## config.mk

```make
export PLATFORM = sky130hd
export DESIGN_NAME = rcm_match_unit
export DESIGN_NICKNAME = d
export VERILOG_FILES = /design/src/rtl/core/rectangle_class_matcher_unit_defines.svh /design/src/rtl/core/rcm_pkg.sv /design/src/rtl/core/rcm_match_unit.sv
export SDC_FILE = /design/constraint.sdc
export NUM_CORES = 1
export LEC_CHECK = 0
export BUFFER_PORTS_ARGS = -buffer_cell sky130_fd_sc_hd__buf_2
export CELL_PAD_IN_SITES_DETAIL_PLACEMENT = 0
export CELL_PAD_IN_SITES_GLOBAL_PLACEMENT = 1
export CORE_ASPECT_RATIO = 2
export CORE_MARGIN = 5
export CORE_UTILIZATION = 30
export DETAILED_ROUTE_END_ITERATION = 7
export PLACE_DENSITY_LB_ADDON = 0.08
export REMOVE_ABC_BUFFERS = 1
export SYNTH_ARGS = -nofsm -noshare
export SYNTH_HDL_FRONTEND = slang
export SYNTH_SLANG_ARGS = --single-unit
```

## constraint.sdc

```tcl
create_clock -name vclk -period 11.2
set_input_delay 1.68 -clock vclk [all_inputs]
set_output_delay 1.68 -clock vclk [all_outputs]
set_load 0.05 [all_outputs]
```

## src/rtl/core/rectangle_class_matcher_unit_defines.svh

```systemverilog
// Assertion helpers for the rectangle class matcher.
`ifndef RECTANGLE_CLASS_MATCHER_UNIT_DEFINES_SVH
`define RECTANGLE_CLASS_MATCHER_UNIT_DEFINES_SVH

// Same-cycle implication, disabled while reset is low.
`define RCM_ASSERT_IMP(label, clk, rst_n, ante, cons) \
    label: assert property (@(posedge clk) disable iff (!rst_n) (ante) |-> (cons)) \
        else $error("rcm: same-cycle check failed");

// Next-cycle implication, disabled while reset is low.
`define RCM_ASSERT_NXT(label, clk, rst_n, ante, cons) \
    label: assert property (@(posedge clk) disable iff (!rst_n) (ante) |=> (cons)) \
        else $error("rcm: next-cycle check failed");

`endif

```

## src/rtl/core/rcm_pkg.sv

```systemverilog
`timescale 1ns / 1ps

package rcm_pkg;

    localparam int FUNC_W       = 2;
    localparam int COORD_PORT_W = 16;
    localparam int ID_W         = 8;
    localparam int LIMIT_W      = 15;
    localparam int TALLY_W      = 16;
    localparam int USED_W       = 9;
    localparam int ASG_W        = 8;
    localparam int SEEN_W       = 16;

    localparam logic [LIMIT_W-1:0] LIMIT_RESET = 15'd250;
    localparam logic [TALLY_W-1:0] TALLY_MAX   = '1;
    localparam logic [SEEN_W-1:0]  SEEN_MAX    = '1;

    typedef enum logic [FUNC_W-1:0] {
        F_CLASSIFY = 2'd0,
        F_TALLY    = 2'd1,
        F_READ     = 2'd2,
        F_RESTART  = 2'd3
    } t_func;

    typedef enum logic [2:0] {
        S_IDLE,
        S_SCAN,
        S_TALLY_RD,
        S_TALLY_UPD,
        S_FINISH
    } t_state;

endpackage

```

## src/rtl/core/rcm_match_unit.sv

```systemverilog
`timescale 1ns / 1ps

module rcm_match_unit
    import rcm_pkg::*;
#(
    parameter int COORD_BITS = 16
) (
    input  logic [4*COORD_BITS-1:0] i_outline,
    input  logic [4*COORD_BITS-1:0] i_entry,
    input  logic [LIMIT_W-1:0]      i_limit,
    output logic                    o_match
);

    // Wide enough for both magnitude and limit, with room for a zero pad on each.
    localparam int CMP_W = ((COORD_BITS + 1 > LIMIT_W) ? COORD_BITS + 1 : LIMIT_W) + 1;

    logic [COORD_BITS:0] diff [4];
    logic [COORD_BITS:0] mag  [4];
    logic [3:0]          lane_ok;
    logic [CMP_W-1:0]    limit_ext;

    assign limit_ext = CMP_W'(i_limit);

    // Largest difference below the limit is the same as every difference below it.
    always_comb begin
        for (int k = 0; k < 4; k++) begin
            diff[k] = {i_outline[k*COORD_BITS + COORD_BITS - 1],
                       i_outline[k*COORD_BITS +: COORD_BITS]}
                    - {i_entry[k*COORD_BITS + COORD_BITS - 1],
                       i_entry[k*COORD_BITS +: COORD_BITS]};
            mag[k]     = diff[k][COORD_BITS] ? (~diff[k] + 1'b1) : diff[k];
            lane_ok[k] = CMP_W'(mag[k]) < limit_ext;
        end
    end

    assign o_match = &lane_ok;

endmodule

```

==> impl_results.md <==
* Largest net degree at the start of global routing at 17
* Cell Area, Placed at 7340 um2
* Post-Syn Area at roughly 6300 um2
* Post-DR wirelength/cell at about 15 um
* Cell taking the most area after synthesis: ha_1
* Synth Area in Compound Gates at 0.286
* Vias in the first global route at 7,144
* Post-synthesis mux area share at 0.0111
* Worst path bufs/invs at 2
* Crit path max-delay family: compound AO/OA/AOI/OAI gates
* N_diodes at 0
* Place WS at between 2 and 3 ns
* Worst-Margin Slew at 0.879 ns
* Tcrit/Tclk final at 0.745
* Postcts setup bufs at 0
* Via-per-instance ratio at 5.22
* Combinational power share at 1.000
* Ys Warns at 0
* Cells along the critical path: buf_2 > ha_1 > o21ai_0 > nor2_1 > o31ai_1 > a311oi_1 > xor2_1 > or2_2 > o41ai_1 > xnor2_1 > ha_1 > a22o_1 > a221oi_1 > nand3_1 > a21oi_1 > o21ai_0 > a211o_1 > a211oi_1 > o211ai_1 > nor4_1 > buf_2
* Crit-path max FO at 5
* Yosys cell types at 82
* RSZ-0062 raised after global routing: false
* Share of the synthesized area in the top cell type at 0.245
* Ports at roughly 140
* DRT iter0 DRCs at roughly 170
* Sw Share at 0.563
* CTS Hold Bufs at 0
* Slew Limit Headroom at 0.407
* Synth Area in Adders at 0.258
* WP data required at around 9.5 ns
* # port buffers at between 100 and 150
* Core area at about 21,000 um2
* Die width at 113 um
* Pwr dens at about 75 nW/um2
* Max cap viols at 0
* Arrival @ worst endpoint at roughly 6.7 ns
* Largest family of logic cells by synthesized area: compound AO/OA/AOI/OAI gates
* CP Capture Type: primary output
* Aggregate global-route resource usage at 0.160
* # fillers at 2,402
* Global route total overflow at 0
* Sequential-to-total area share from yosys stat at 0
* DP HPWL at 17.9 mm
* Routed WL at around 20 mm
* Final worst setup slack at between 2 and 3 ns
* Design Area, Final at roughly 7300 um2
* # rows at 75
* Outcome: completed
* Fmax at approximately 0.12 GHz
* Layout cell share with drive strength beyond 1 at 0.170
* Share of power burned in registers at 0
* Initial core utilization at 0.302
* Fin. Hold Viols at 0
* Gpl congestion at approximately 0.90
* Clk network pwr share at 0
* HP Class: in2out
* Clk_buf instances at 0
* Final-report max-slew violation count at 0
* Setup_tns at 0 ns
* Switching pwr at 311 uW
* Internal at between 200 and 250 uW
* CP Launch Type: input pin
* Post_cts resized at 0
* DRT antenna net count at 0
* Static Leakage at roughly 0.0036 uW
* Mapped Cells at approximately 910
* Finish-stage setup viols at 0
* Vias at 6,824
* CP max stage cell: a311oi_1
* Initial antenna violation count at 0
* Post-Synth XOR/XNOR Area at 0.115
* Synth top cells by count: ha_1 (124), inv_1 (105), nor2_1 (89)
* Count leader, synth: ha_1
* Syn avg cell area at 6.96 um2
* Peak VDD IR at between 0.02 and 0.03 mV
* Worst setup path category: in2out
* Slowest stage delay, CP at between 0.6 and 0.7 ns
* Top cells by area, synth: ha_1 (25%), xnor2_1 (7.2%), inv_1 (6.2%)
* Reg area at 0 um2
* Iteration count of the initial detailed-routing pass at 4
* First-pass GRT wire length at between 30 and 40 mm
* Die height at 215 um
* Fin nets at around 1,300
* Area Overhead vs Synth at 16.0%
* Simple-Gate Fraction of Synth Area at 0.259
* Post-layout min period at approximately 8.3 ns
* FFs & Latches at 0
* Die Area at between 20,000 and 25,000 um2
* Drt drc at 0
[metrics by stage]
step	hold WS, ns	total power (uW)	cells	utilization
2_1_floorplan	3.94	411	893	-
3_3_place_gp	4.14	558	1308	0.351
3_5_place_dp	4.17	558	1308	0.351
4_1_cts	4.18	562	1308	0.351
5_1_grt	4.25	632	1308	0.351
6_report	4.15	553	1308	0.351
[worst paths after layout]
check / cells past startpoint / end / slack [ns] / start
worst max-delay path: 21 / o_match / 2.85 / i_outline[52]
worst min-delay path: 6 / o_match / 4.15 / i_outline[15]
[layer usage]
metal  wire (um)  global-route usage  vias to the layer above
li1            -                   -                     3586
met1        7440               0.163                     3111
met2       11900               0.350                      107
met3         456             0.00591                       20
met4         269              0.0181                        0
met5           0                   0                        -
[tightest hold or removal path, cell delays in order]
cell and delay (ns):
buf_2 0.08, ha_1 0.17, xnor2_1 0.10, mux2i_1 0.16, nor4_1 0.07, buf_2 0.21
[cell usage in the layout, fill, tap and decap left out, types with 6 or more instances in the layout]
cell type	synthesis	layout
a211oi_1	14	14
a21boi_0	6	6
a21o_1	16	16
a21oi_1	52	52
a31oi_1	9	9
and3_1	6	6
buf_2	2	144
ha_1	124	124
inv_1	105	105
mux2i_1	7	7
nand2_1	59	59
nand2b_1	11	11
nand3_1	31	31
nand3b_1	6	6
nand4_1	6	6
nor2_1	89	89
nor2b_1	18	18
nor3_1	28	28
nor4_1	9	9
o2111ai_1	8	8
o211ai_1	9	9
o21a_1	15	15
o21ai_0	45	45
o31a_1	6	6
o31ai_1	17	17
or2_2	6	6
or3_1	14	14
xnor2_1	52	52
xor2_1	29	29
[cell families (layout without fill, tap and decap cells)]
logic type               after synthesis  after routing
AND/OR/NAND/NOR                      315            315
AO/OA/AOI/OAI                        256            256
adder cells (fa/ha/maj)              128            128
buffers and inverters                120            251
XOR/XNOR                              82             82
multiplexers                           7              7
[power by group through the flow]
stage,combinational [uW],clock (uW),sequential [uW]
final,553,0,0
after global routing,632,0,0
after CTS,562,0,0
after detailed placement,558,0,0
after global placement,558,0,0
after floorplan,411,0,0
[layout make-up]
class              count  area [um2]  share of cell area
inverters            105         394              0.0537
multi-input cells    788        5870               0.800
well taps            269         337              0.0459
repair buffers       146         736               0.100
(Power assumes the default switching activity.)
